## src/rau_pkg.sv

```systemverilog
// ----------------------------------------------------------------------------
// rau_pkg
// Shared types and opcodes for the rational arithmetic unit.
// ----------------------------------------------------------------------------
package rau_pkg;

  typedef enum logic [3:0] {
    OP_ADD = 4'd0, OP_SUB = 4'd1, OP_MUL = 4'd2, OP_DIV = 4'd3,
    OP_NEG = 4'd4, OP_INC = 4'd5, OP_DEC = 4'd6, OP_EQ = 4'd7,
    OP_NE = 4'd8, OP_LT = 4'd9, OP_GT = 4'd10, OP_GE = 4'd11,
    OP_LE = 4'd12, OP_RED = 4'd13, OP_RSV14 = 4'd14, OP_RSV15 = 4'd15
  } op_t;

  typedef enum logic [3:0] {
    ST_IDLE, ST_MUL1, ST_MUL2, ST_FIN, ST_GCD_CHK, ST_DIV, ST_GCD_STEP,
    ST_QDIV, ST_QDIV2, ST_OUT
  } state_t;

  // controller -> datapath
  typedef struct packed {
    logic load;      // capture input word
    logic mul1;      // first product pair
    logic mul2;      // second product pair
    logic fin;       // form arithmetic / compare result
    logic div_start; // start shared divider
    logic div_step;  // one restoring step
    logic gcd_swap;  // x <= y, y <= remainder
    logic q_start_n; // divide a_num mag by gcd
    logic q_start_d; // divide a_den by gcd
    logic q_take_n;  // latch numerator quotient
    logic red_fin;   // form reduce result
  } cmd_t;

  // datapath -> controller
  typedef struct packed {
    logic     mult_op;  // op needs products
    logic     red_op;   // reduce op
    logic     red_ok;   // denominator positive
    logic     y_zero;   // gcd remainder is zero
    logic     div_done; // divider finished
  } sts_t;

endpackage

```

## src/rau_ctrl.sv

```systemverilog
// ----------------------------------------------------------------------------
// rau_ctrl
// Sequencer for products, Euclid loop and output handshake.
// ----------------------------------------------------------------------------
module rau_ctrl
  import rau_pkg::*;
(
  input  logic   clk,
  input  logic   rst_n,
  input  logic   in_valid,
  output logic   in_ready,
  output logic   out_valid,
  input  logic   out_ready,
  input  sts_t   sts,
  output cmd_t   cmd
);

  state_t state_r, state_nxt;
  logic   qn_phase_r, qn_phase_nxt; // 1: numerator quotient phase, 0: otherwise
  logic   qd_phase_r, qd_phase_nxt;

  always_ff @(posedge clk) begin
    if (!rst_n) begin
      state_r    <= ST_IDLE;
      qn_phase_r <= 1'b0;
      qd_phase_r <= 1'b0;
    end else begin
      state_r    <= state_nxt;
      qn_phase_r <= qn_phase_nxt;
      qd_phase_r <= qd_phase_nxt;
    end
  end

  always_comb begin
    state_nxt    = state_r;
    qn_phase_nxt = qn_phase_r;
    qd_phase_nxt = qd_phase_r;
    cmd          = '0;
    in_ready     = 1'b0;
    out_valid    = 1'b0;
    case (state_r)
      ST_IDLE: begin
        in_ready = 1'b1;
        if (in_valid) begin
          cmd.load  = 1'b1;
          state_nxt = ST_MUL1;
        end
      end
      ST_MUL1: begin
        if (sts.red_op) begin
          cmd.red_fin = 1'b1;  // default: unchanged
          state_nxt   = sts.red_ok ? ST_GCD_CHK : ST_OUT;
        end else if (sts.mult_op) begin
          cmd.mul1  = 1'b1;
          state_nxt = ST_MUL2;
        end else begin
          state_nxt = ST_FIN;
        end
      end
      ST_MUL2: begin
        cmd.mul2  = 1'b1;
        state_nxt = ST_FIN;
      end
      ST_FIN: begin
        cmd.fin   = 1'b1;
        state_nxt = ST_OUT;
      end
      ST_GCD_CHK: begin
        if (sts.y_zero) begin
          cmd.q_start_n = 1'b1;
          qn_phase_nxt  = 1'b1;
          state_nxt     = ST_QDIV;
        end else begin
          cmd.div_start = 1'b1;
          state_nxt     = ST_DIV;
        end
      end
      ST_DIV: begin
        cmd.div_step = 1'b1;
        if (sts.div_done) state_nxt = ST_GCD_STEP;
      end
      ST_GCD_STEP: begin
        cmd.gcd_swap = 1'b1;
        state_nxt    = ST_GCD_CHK;
      end
      ST_QDIV: begin
        cmd.div_step = 1'b1;
        if (sts.div_done) begin
          cmd.q_take_n  = 1'b1;
          cmd.q_start_d = 1'b1;
          qn_phase_nxt  = 1'b0;
          qd_phase_nxt  = 1'b1;
          state_nxt     = ST_QDIV2;
        end
      end
      ST_QDIV2: begin
        cmd.div_step = 1'b1;
        if (sts.div_done) begin
          cmd.red_fin  = 1'b1;
          qd_phase_nxt = 1'b0;
          state_nxt    = ST_OUT;
        end
      end
      ST_OUT: begin
        out_valid = 1'b1;
        if (out_ready) state_nxt = ST_IDLE;
      end
      default: state_nxt = ST_IDLE;
    endcase
  end

  assert property (@(posedge clk) disable iff (!rst_n)
    out_valid && !out_ready |=> out_valid)
    else $error("result dropped while stalled");
  assert property (@(posedge clk) disable iff (!rst_n)
    !(in_ready && out_valid))
    else $error("input taken while result pending");
  assert property (@(posedge clk) disable iff (!rst_n)
    qn_phase_r |-> state_r == ST_QDIV)
    else $error("numerator quotient phase out of place");
  assert property (@(posedge clk) disable iff (!rst_n)
    qd_phase_r |-> state_r == ST_QDIV2)
    else $error("denominator quotient phase out of place");

endmodule

```

## config.mk

```make
export PLATFORM = sky130hd
export DESIGN_NAME = rau_ctrl
export DESIGN_NICKNAME = d
export VERILOG_FILES = /design/src/rau_pkg.sv /design/src/rau_ctrl.sv
export SDC_FILE = /design/constraint.sdc
export NUM_CORES = 1
export LEC_CHECK = 0
export BUFFER_PORTS_ARGS = -buffer_cell sky130_fd_sc_hd__buf_2
export CAP_MARGIN = 20
export CORE_UTILIZATION = 42
export DETAILED_ROUTE_END_ITERATION = 8
export GPL_TIMING_DRIVEN = 0
export PLACE_DENSITY = 0.73
export SYNTH_ARGS = -nofsm -noshare
export SYNTH_HDL_FRONTEND = slang
export SYNTH_SLANG_ARGS = --single-unit
```

## constraint.sdc

```tcl
create_clock -name clk -period 1.3 [get_ports clk]
set_input_delay 0.26 -clock clk [delete_from_list [all_inputs] [get_ports clk]]
set_output_delay 0.26 -clock clk [all_outputs]
set_load 0.02 [all_outputs]
```

==> results of run 1 <==
stage by stage:
| step | TNS, ps | utilization [%] |
|---|---|---|
| 2_1_floorplan | -516 | - |
| 3_5_place_dp | -949 | 63.1 |
| 3_3_place_gp | -788 | 63.1 |
| 4_1_cts | -2470 | 87.4 |
logic make-up after synthesis:
kind of cell,share of synthesized area (%)
flops,14.4
mux,1.80
buf+inv,11.9
simple gates,44.3
compound gates,27.6
timing repair:
action / 4_1_cts
setup buffers: 18
pin swaps: 9
endpoints found under the setup margin: 14
gates cloned: 0
gates resized for setup: 35
==> summary.md, run 1 <==
| Metric | Value |
|---|---|
| GRT repair_timing worst endpoint | `cmd[10]` |
| Synth area leader | `dfxtp_1` |
| Synth cell types | `39` |
| Synth area leaders | `dfxtp_1 (14%), nand2b_1 (6.7%), nor2_1 (6.1%)` |
| Number of synthesized flops with an enable pin | `0` |
| Syn_nets | `slightly above 80` |
| Placed Cells | `107` |
| Run Error | `[ERROR DPL-0038] Utilization greater than 100%, impossible to legalize` |
| Post-synth top cells | `nor2_1 (9), nand2b_1 (6), o21ai_1 (5)` |
| Cell area after synthesis | `about 560 µm²` |
| Height of the die | `roughly 38 µm` |
| Setup Slack @ Placement | `-174 ps` |
| Post-DP Area | `739 µm²` |
| Syn_area_per_cell | `around 7.7 µm²` |
| Num rows | `12` |
| # hold bufs at CTS | `0` |
| Clk buf depth | `2` |
| Worst_ep kind | `output port` |
| # IOs | `22` |
| Total CTS buffers | `3` |
| Cells after Synth | `72` |
| Sequential share of the synthesized area | `14.4%` |
| Failed at | `global routing` |
| GP Congestion | `0.841` |
| H-tree depth | `1` |
| Share of flip-flops with an asynchronous set or reset | `0%` |
| Die Width | `38.4 µm` |
| CTS Sinks | `4` |
| Primary FF master, synth | `dfxtp_1` |
| HPWL Detailed | `~1.1 mm` |
| Yosys top cell area share | `14.4%` |
| Status | `stopped before the end` |
| Most frequent cell after synthesis | `nor2_1` |
| Clock Tree Root | `clkbuf_4` |
| Largest net degree at the start of global routing | `11` |
| Initial cell density of the core | `between 40% and 50%` |
| IO Port Bufs | `21` |
| Yosys warns | `0` |
| Synthesis-stage register bit count | `4` |
==> inputs of run 2 (changes only) <==
--- a/config.mk
+++ b/config.mk
@@ -7,10 +7,11 @@
 export LEC_CHECK = 0
 export BUFFER_PORTS_ARGS = -buffer_cell sky130_fd_sc_hd__buf_2
 export CAP_MARGIN = 20
-export CORE_UTILIZATION = 42
+export CORE_AREA = 2 2 63 65
 export DETAILED_ROUTE_END_ITERATION = 8
+export DIE_AREA = 0 0 65 67
 export GPL_TIMING_DRIVEN = 0
-export PLACE_DENSITY = 0.73
+export PLACE_DENSITY_LB_ADDON = 0.15
 export SYNTH_ARGS = -nofsm -noshare
 export SYNTH_HDL_FRONTEND = slang
 export SYNTH_SLANG_ARGS = --single-unit
==> constraint.sdc (replaced) <==
create_clock -name clk -period 1.7 [get_ports clk]
set_input_delay 0.34 -clock clk [delete_from_list [all_inputs] [get_ports clk]]
set_output_delay 0.34 -clock clk [all_outputs]
set_load 0.02 [all_outputs]
==> run 2 against run 1 <==
Against the previous run: the flow now finishes without violations; synthesized cell count unchanged; area after synthesis unchanged.
==> summary.md, run 2 <==
| Metric | Value |
|---|---|
| Class of the worst hold path | `in2reg` |
| CTS tree | `built` |
| Drt pass-1 iters | `4` |
| Grt ovf | `0` |
| Drt total wl | `around 2.0 mm` |
| Tmin final | `roughly 1700 ps` |
| Yosys top cell area share | `14.4%` |
| Synthesis-stage register bit count | `4` |
| Internal power | `734 µW` |
| Post-synth top cells | `nor2_1 (9), nand2b_1 (6), o21ai_1 (5)` |
| Initial cell density of the core | `between 10% and 20%` |
| Most common cell after layout, fill and taps aside | `buf_2` |
| Share of cells above drive strength 1 | `between 50% and 60%` |
| Total CTS buffers | `3` |
| Sequential share of the synthesized area | `between 10% and 20%` |
| Status | `finished, final reports clean` |
| Clk pin slew, worst setup/hold paths | `~30 ps` |
| CP Capture Type | `primary output` |
| R2r worst-path depth | `5` |
| R2R Setup Slk | `about 360 ps` |
| DR DRC count | `0` |
| Synth area leader | `dfxtp_1` |
| Layout Cells excl Fill | `~160` |
| Slew Limit Fails | `0` |
| Worst path required time | `about 1400 ps` |
| Combinational share of power | `roughly 70%` |
| Worst Setup Path Type | `reg2out` |
| Die area | `between 0.004 and 0.005 mm²` |
| Most frequent cell after synthesis | `nor2_1` |
| Synth area leaders | `dfxtp_1 (14%), nand2b_1 (6.7%), nor2_1 (6.1%)` |
| Critical path startpoint category | `flip-flop` |
| WHS Endpoint | `state_r[3]$_SDFFE_PN0P_` |
| GP Congestion | `0.761` |
| Core area | `~0.0036 mm²` |
| Area delta synth->final | `64.9%` |
| Most flops, register | `state_r` |
| Reg power frac | `approximately 15%` |
| Critical path arrival | `~1300 ps` |
| Cell area after synthesis | `approximately 560 µm²` |
| Initial antenna violation count | `0` |
| Final setup violation count | `0` |
| Placed Cells | `~140` |
| Lkg Pwr | `a little over 0.0004 µW` |
| HP Start | `rst_n` |
| Yosys warns | `0` |
| Worst reg2reg startpoint | `state_r[0]$_SDFFE_PN0P_` |
| Sw power | `553 µW` |
| Vias per cell | `between 4 and 5` |
| HPWL Detailed | `between 1 and 1.5 mm` |
| Ant diodes | `0` |
| Syn_area_per_cell | `between 7 and 8 µm²` |
| Reg-to-Reg End | `state_r[1]$_SDFFE_PN0P_` |
| First-pass GRT wire length | `between 2 and 3 mm` |
| Worst Max-Slew Pin Slew | `~340 ps` |
| Max reg flops | `4` |
| Filler cell count in the final layout | `between 400 and 500` |
| Nets | `120` |
| Maximum VDD drop | `around 0.45 mV` |
| Share of flip-flops with an asynchronous set or reset | `0%` |
| Syn_nets | `approximately 80` |
| Clk_skew | `approximately 3.7 ps` |
| Clock Power Share | `15.1%` |
| # IOs | `22` |
| Biggest regs | `state_r x4` |
| Clock Tree Root | `clkbuf_8` |
| Overall Global Routing Usage | `between 8 and 9%` |
| Most frequent cells in the layout | `buf_2 (21), buf_4 (15), nor2_1 (8)` |
| Worst-Skew Late Latency | `210 ps` |
| Sw frac | `43.0%` |
| Fin. Hold Viols | `0` |
| Routed Antenna Nets | `0` |
| Tcrit/Tclk final | `between 90% and 100%` |
| H-tree depth | `1` |
| Hold path cells | `3` |
| IO Port Bufs | `21` |
| Final Util | `between 20 and 30%` |
| Height of the die | `around 67 µm` |
| FF/Latch Area | `around 90 µm²` |
| Max cap viols | `0` |
| Synth cell types | `39` |
| Power Dens Cells | `roughly 1400 mW/mm²` |
| Num rows | `22` |
| Fmax | `about 600 MHz` |
| Area of the multi-input gates | `422 µm²` |
| Vias in the first global route | `just under 600` |
| Slew HR | `between 70% and 80%` |
| Largest net degree at the start of global routing | `17` |
| CP max FO | `7` |
| CTS Sinks | `4` |
| Initial DRC count | `17` |
| Number of synthesized flops with an enable pin | `0` |
| WL/cell | `~13 µm` |
| Die Width | `~65 µm` |
| Cells after Synth | `72` |
| Clk buf depth | `2` |
| DR vias | `about 700` |
| Primary FF master, synth | `dfxtp_1` |
[run 2: cell counts after synthesis]
No cell type changed its count.
[run 2: through the flow]
| step | hold WS [ps] | instance area, µm² | setup WS, ps | TNS [ps] | total power (µW) |
|---|---|---|---|---|---|
| after floorplan | 449 | 563 | 8.02 | 0 | 696 |
| after global placement | 654 | 728 | 49.2 | 0 | 877 |
| after detailed placement | 640 | 728 | 51.0 | 0 | 871 |
| after CTS | 425 | 797 | 18.6 | 0 | 1120 |
| after global routing | 452 | 918 | -1.01 | -1.01 | 1380 |
| final | 439 | 918 | 42.8 | 0 | 1290 |
[run 2: worst max-delay path by stage]
stage	from	to	depth (start not counted)
floorplan	state_r[0]$_SDFFE_PN0P_	cmd[6]	3
global placement	state_r[1]$_SDFFE_PN0P_	cmd[2]	6
detailed placement	state_r[1]$_SDFFE_PN0P_	cmd[2]	6
CTS	state_r[3]$_SDFFE_PN0P_	cmd[10]	4
global route	state_r[0]$_SDFFE_PN0P_	cmd[10]	4
finish	state_r[0]$_SDFFE_PN0P_	cmd[5]	3
[run 2: power groups by stage]
stage / Clock [µW] / Sequential, µW / Combinational (µW)
3_3_place_gp: 0 / 167 / 709
4_1_cts: 204 / 215 / 706
3_5_place_dp: 0 / 164 / 707
6_report: 194 / 192 / 902
2_1_floorplan: 0 / 152 / 544
5_1_grt: 211 / 199 / 971
[run 2: cell families after synthesis]
kind of cell,Yosys count,synth area share [%]
compound gates,20,27.6
mux,1,1.80
simple gates,38,44.3
buf+inv,9,11.9
flops,4,14.4
[run 2: layer usage]
metal | GRT usage, % | routed length (µm) | vias to the layer above
li1 | - | - | 342
met1 | 11.7 | 914 | 315
met2 | 13.7 | 936 | 28
met3 | 2.53 | 134 | 2
met4 | 2.39 | 5 | 0
met5 | 0 | 0 | -
[run 2: what timing repair did]
action | in CTS | in global routing
hold buffers | 0 | 0
gates cloned | 0 | 1
gates resized for setup | 16 | 5
pin swaps | 2 | 2
buffers inserted | 0 | 14
endpoints found under the setup margin | 10 | 5
[run 2: area by class of cell]
| type | count | share of cell area (%) |
|---|---|---|
| buffer | 6 | 8.72 |
| timing repair buffer | 36 | 24.1 |
| clock buffer | 3 | 4.50 |
| tap | 48 | 6.54 |
| inverter | 1 | 0.409 |
| sequential | 4 | 9.81 |
| multi-input combinational | 59 | 45.9 |
[run 2: worst max-delay path, cell delays in order, from the launching register on]
cell	delay, ps
dfxtp_4	360
buf_4	140
o32ai_2	370
buf_2	230
Note: power is estimated with default switching activity, not from simulation.
==> inputs of run 3 (changes only) <==
--- a/config.mk
+++ b/config.mk
@@ -5,11 +5,10 @@
 export SDC_FILE = /design/constraint.sdc
 export NUM_CORES = 1
 export LEC_CHECK = 0
-export BUFFER_PORTS_ARGS = -buffer_cell sky130_fd_sc_hd__buf_2
-export CAP_MARGIN = 20
 export CORE_AREA = 2 2 63 65
 export DETAILED_ROUTE_END_ITERATION = 8
 export DIE_AREA = 0 0 65 67
+export DONT_BUFFER_PORTS = 1
 export GPL_TIMING_DRIVEN = 0
 export PLACE_DENSITY_LB_ADDON = 0.15
 export SYNTH_ARGS = -nofsm -noshare
==> constraint.sdc (replaced) <==
create_clock -name clk -period 1.85 [get_ports clk]
set_input_delay 0.37 -clock clk [delete_from_list [all_inputs] [get_ports clk]]
set_output_delay 0.37 -clock clk [all_outputs]
set_load 0.02 [all_outputs]
==> run 3 against run 2 <==
Against the previous run: final cell count fell by 20%; sequential share of layout area rose by 2.2 points; combinational power fell by 27%; critical endpoint is now cmd[10]; highest routed layer unchanged.
==> summary.md, run 3 (synthesis gave the netlist of run 2 again) <==
| Metric | Value |
|---|---|
| Status | `finished, final reports clean` |
| Num rows | `22` |
| First element of the critical path | `state_r[3]$_SDFFE_PN0P_` |
| Initial cell density of the core | `15.4%` |
| Nets | `slightly below 90` |
| R2R Setup Slk | `between 300 and 400 ps` |
| Total CTS buffers | `3` |
| CP max FO | `10` |
| Worst-Skew Late Latency | `between 200 and 250 ps` |
| Vias in the first global route | `about 520` |
| Final WS setup | `~66 ps` |
| Setup Slack @ Placement | `-31.1 ps` |
| DR DRC count | `0` |
| Initial antenna violation count | `0` |
| Biggest regs | `state_r x4` |
| Lkg Pwr | `roughly 0.00027 µW` |
| Most frequent cells in the layout | `nor2_1 (8), buf_4 (7), nand2b_1 (6)` |
| Worst path required time | `between 1000 and 1500 ps` |
| Slew HR | `about three fifths` |
| Max cap viols | `0` |
| Most common cell after layout, fill and taps aside | `nor2_1` |
| Final hold slack | `280 ps` |
| GP Congestion | `a little over 0.7` |
| Tcrit/Tclk final | `96.4%` |
| Class of the worst hold path | `in2reg` |
| WL/cell | `13.3 µm` |
| Worst Max-Slew Pin Slew | `600 ps` |
| # IOs | `22` |
| IO Port Bufs | `0` |
| Vias per cell | `roughly 4.5` |
| Die area | `between 0.004 and 0.005 mm²` |
| Die Width | `~65 µm` |
| Hold path cells | `2` |
| Most flops, register | `state_r` |
| Fmax | `561 MHz` |
| Final setup violation count | `0` |
| CTS tree | `built` |
| CTS Sinks | `4` |
| Tmin final | `around 1800 ps` |
| Initial DRC count | `6` |
| Routed Antenna Nets | `0` |
| Reg-to-Reg End | `state_r[1]$_SDFFE_PN0P_` |
| Final Cell Area | `~770 µm²` |
| Area delta synth->final | `38.0%` |
| First-pass GRT wire length | `2.68 mm` |
| Crit path capture | `cmd[10]` |
| DR vias | `566` |
| Post-DP Area | `617 µm²` |
| Worst Setup Path Type | `reg2out` |
| Core area | `around 0.0036 mm²` |
| H-tree depth | `1` |
| Height of the die | `approximately 67 µm` |
| Ant diodes | `0` |
| Drt pass-1 iters | `2` |
| Power Dens Cells | `approximately 1300 mW/mm²` |
| Maximum VDD drop | `approximately 0.33 mV` |
| Clk buf depth | `2` |
| Layout Cells excl Fill | `126` |
| HPWL Detailed | `1.20 mm` |
| Share of cells above drive strength 1 | `between 40% and 50%` |
| Critical path startpoint category | `flip-flop` |
| Worst reg2reg startpoint | `state_r[0]$_SDFFE_PN0P_` |
| Overall power | `a little over 1000 µW` |
| Critical path arrival | `about 1400 ps` |
| Clk pin slew, worst setup/hold paths | `roughly 30 ps` |
| Slew Limit Fails | `0` |
| Setup repair after global routing missed its margin | `false` |
| Grt ovf | `0` |
| CP Capture Type | `primary output` |
| Placed Cells | `120` |
| Clock Tree Root | `clkbuf_8` |
| R2r worst-path depth | `4` |
| Clk_skew | `2.36 ps` |
| Largest net degree at the start of global routing | `20` |
| Overall Global Routing Usage | `between 8 and 9%` |
| Fin. Hold Viols | `0` |
| Max reg flops | `4` |
| Drt total wl | `1.67 mm` |
==> run 3: changes by cell type in the layout (fill, tap and decap cells not counted), sizes merged <==
cell	change
buf	-31
==> run 3: cell type report <==
type | count | area (µm²)
Buffer | 5 | 63.8
Clock buffer | 3 | 41.3
Fill cell | 394 | 2840
Inverter | 1 | 3.75
Multi-Input combinational cell | 59 | 462
Sequential cell | 4 | 92.6
Tap cell | 48 | 60.1
Timing Repair Buffer | 6 | 45.0
==> run 3: routing by layer <==
layer	global-route usage, %	share of wire (%)
met3	4.39	7.8
met5	0	0
met2	11.1	45
met1	11.0	46
met4	2.39	1.3
==> run 3: timing repair <==
| action | CTS | global route |
|---|---|---|
| resized for setup | 17 | 7 |
| setup endpoints to repair | 7 | 4 |
| setup buffers | 4 | 2 |
| hold buffers | 0 | 0 |
| gates cloned | 0 | 0 |
| pin swaps | 2 | 2 |
==> run 3: stage by stage <==
stage	setup TNS, ps	util [%]
floorplan	0	-
global placement	-178	17.1
detailed placement	-54.7	17.1
CTS	0	20.0
global route	0	21.3
finish	0	21.3
==> run 3: how the worst min path moves through the flow <==
stage	from	end
after floorplan	rst_n	state_r[3]$_SDFFE_PN0P_
after global placement	rst_n	state_r[3]$_SDFFE_PN0P_
after detailed placement	rst_n	state_r[3]$_SDFFE_PN0P_
after CTS	rst_n	state_r[3]$_SDFFE_PN0P_
after global routing	rst_n	state_r[3]$_SDFFE_PN0P_
final	rst_n	state_r[3]$_SDFFE_PN0P_
==> run 3: power by group <==
group          switching [µW]  total (µW)  internal (µW)
sequential               52.8         179            126
combinational             387         656            270
clock                    38.4         176            138
==> run 3: worst max-delay path, stage by stage (launching register included) <==
cell and delay, ps:
dfxtp_4 360, buf_8 150, nor4_4 430, and2_4 250
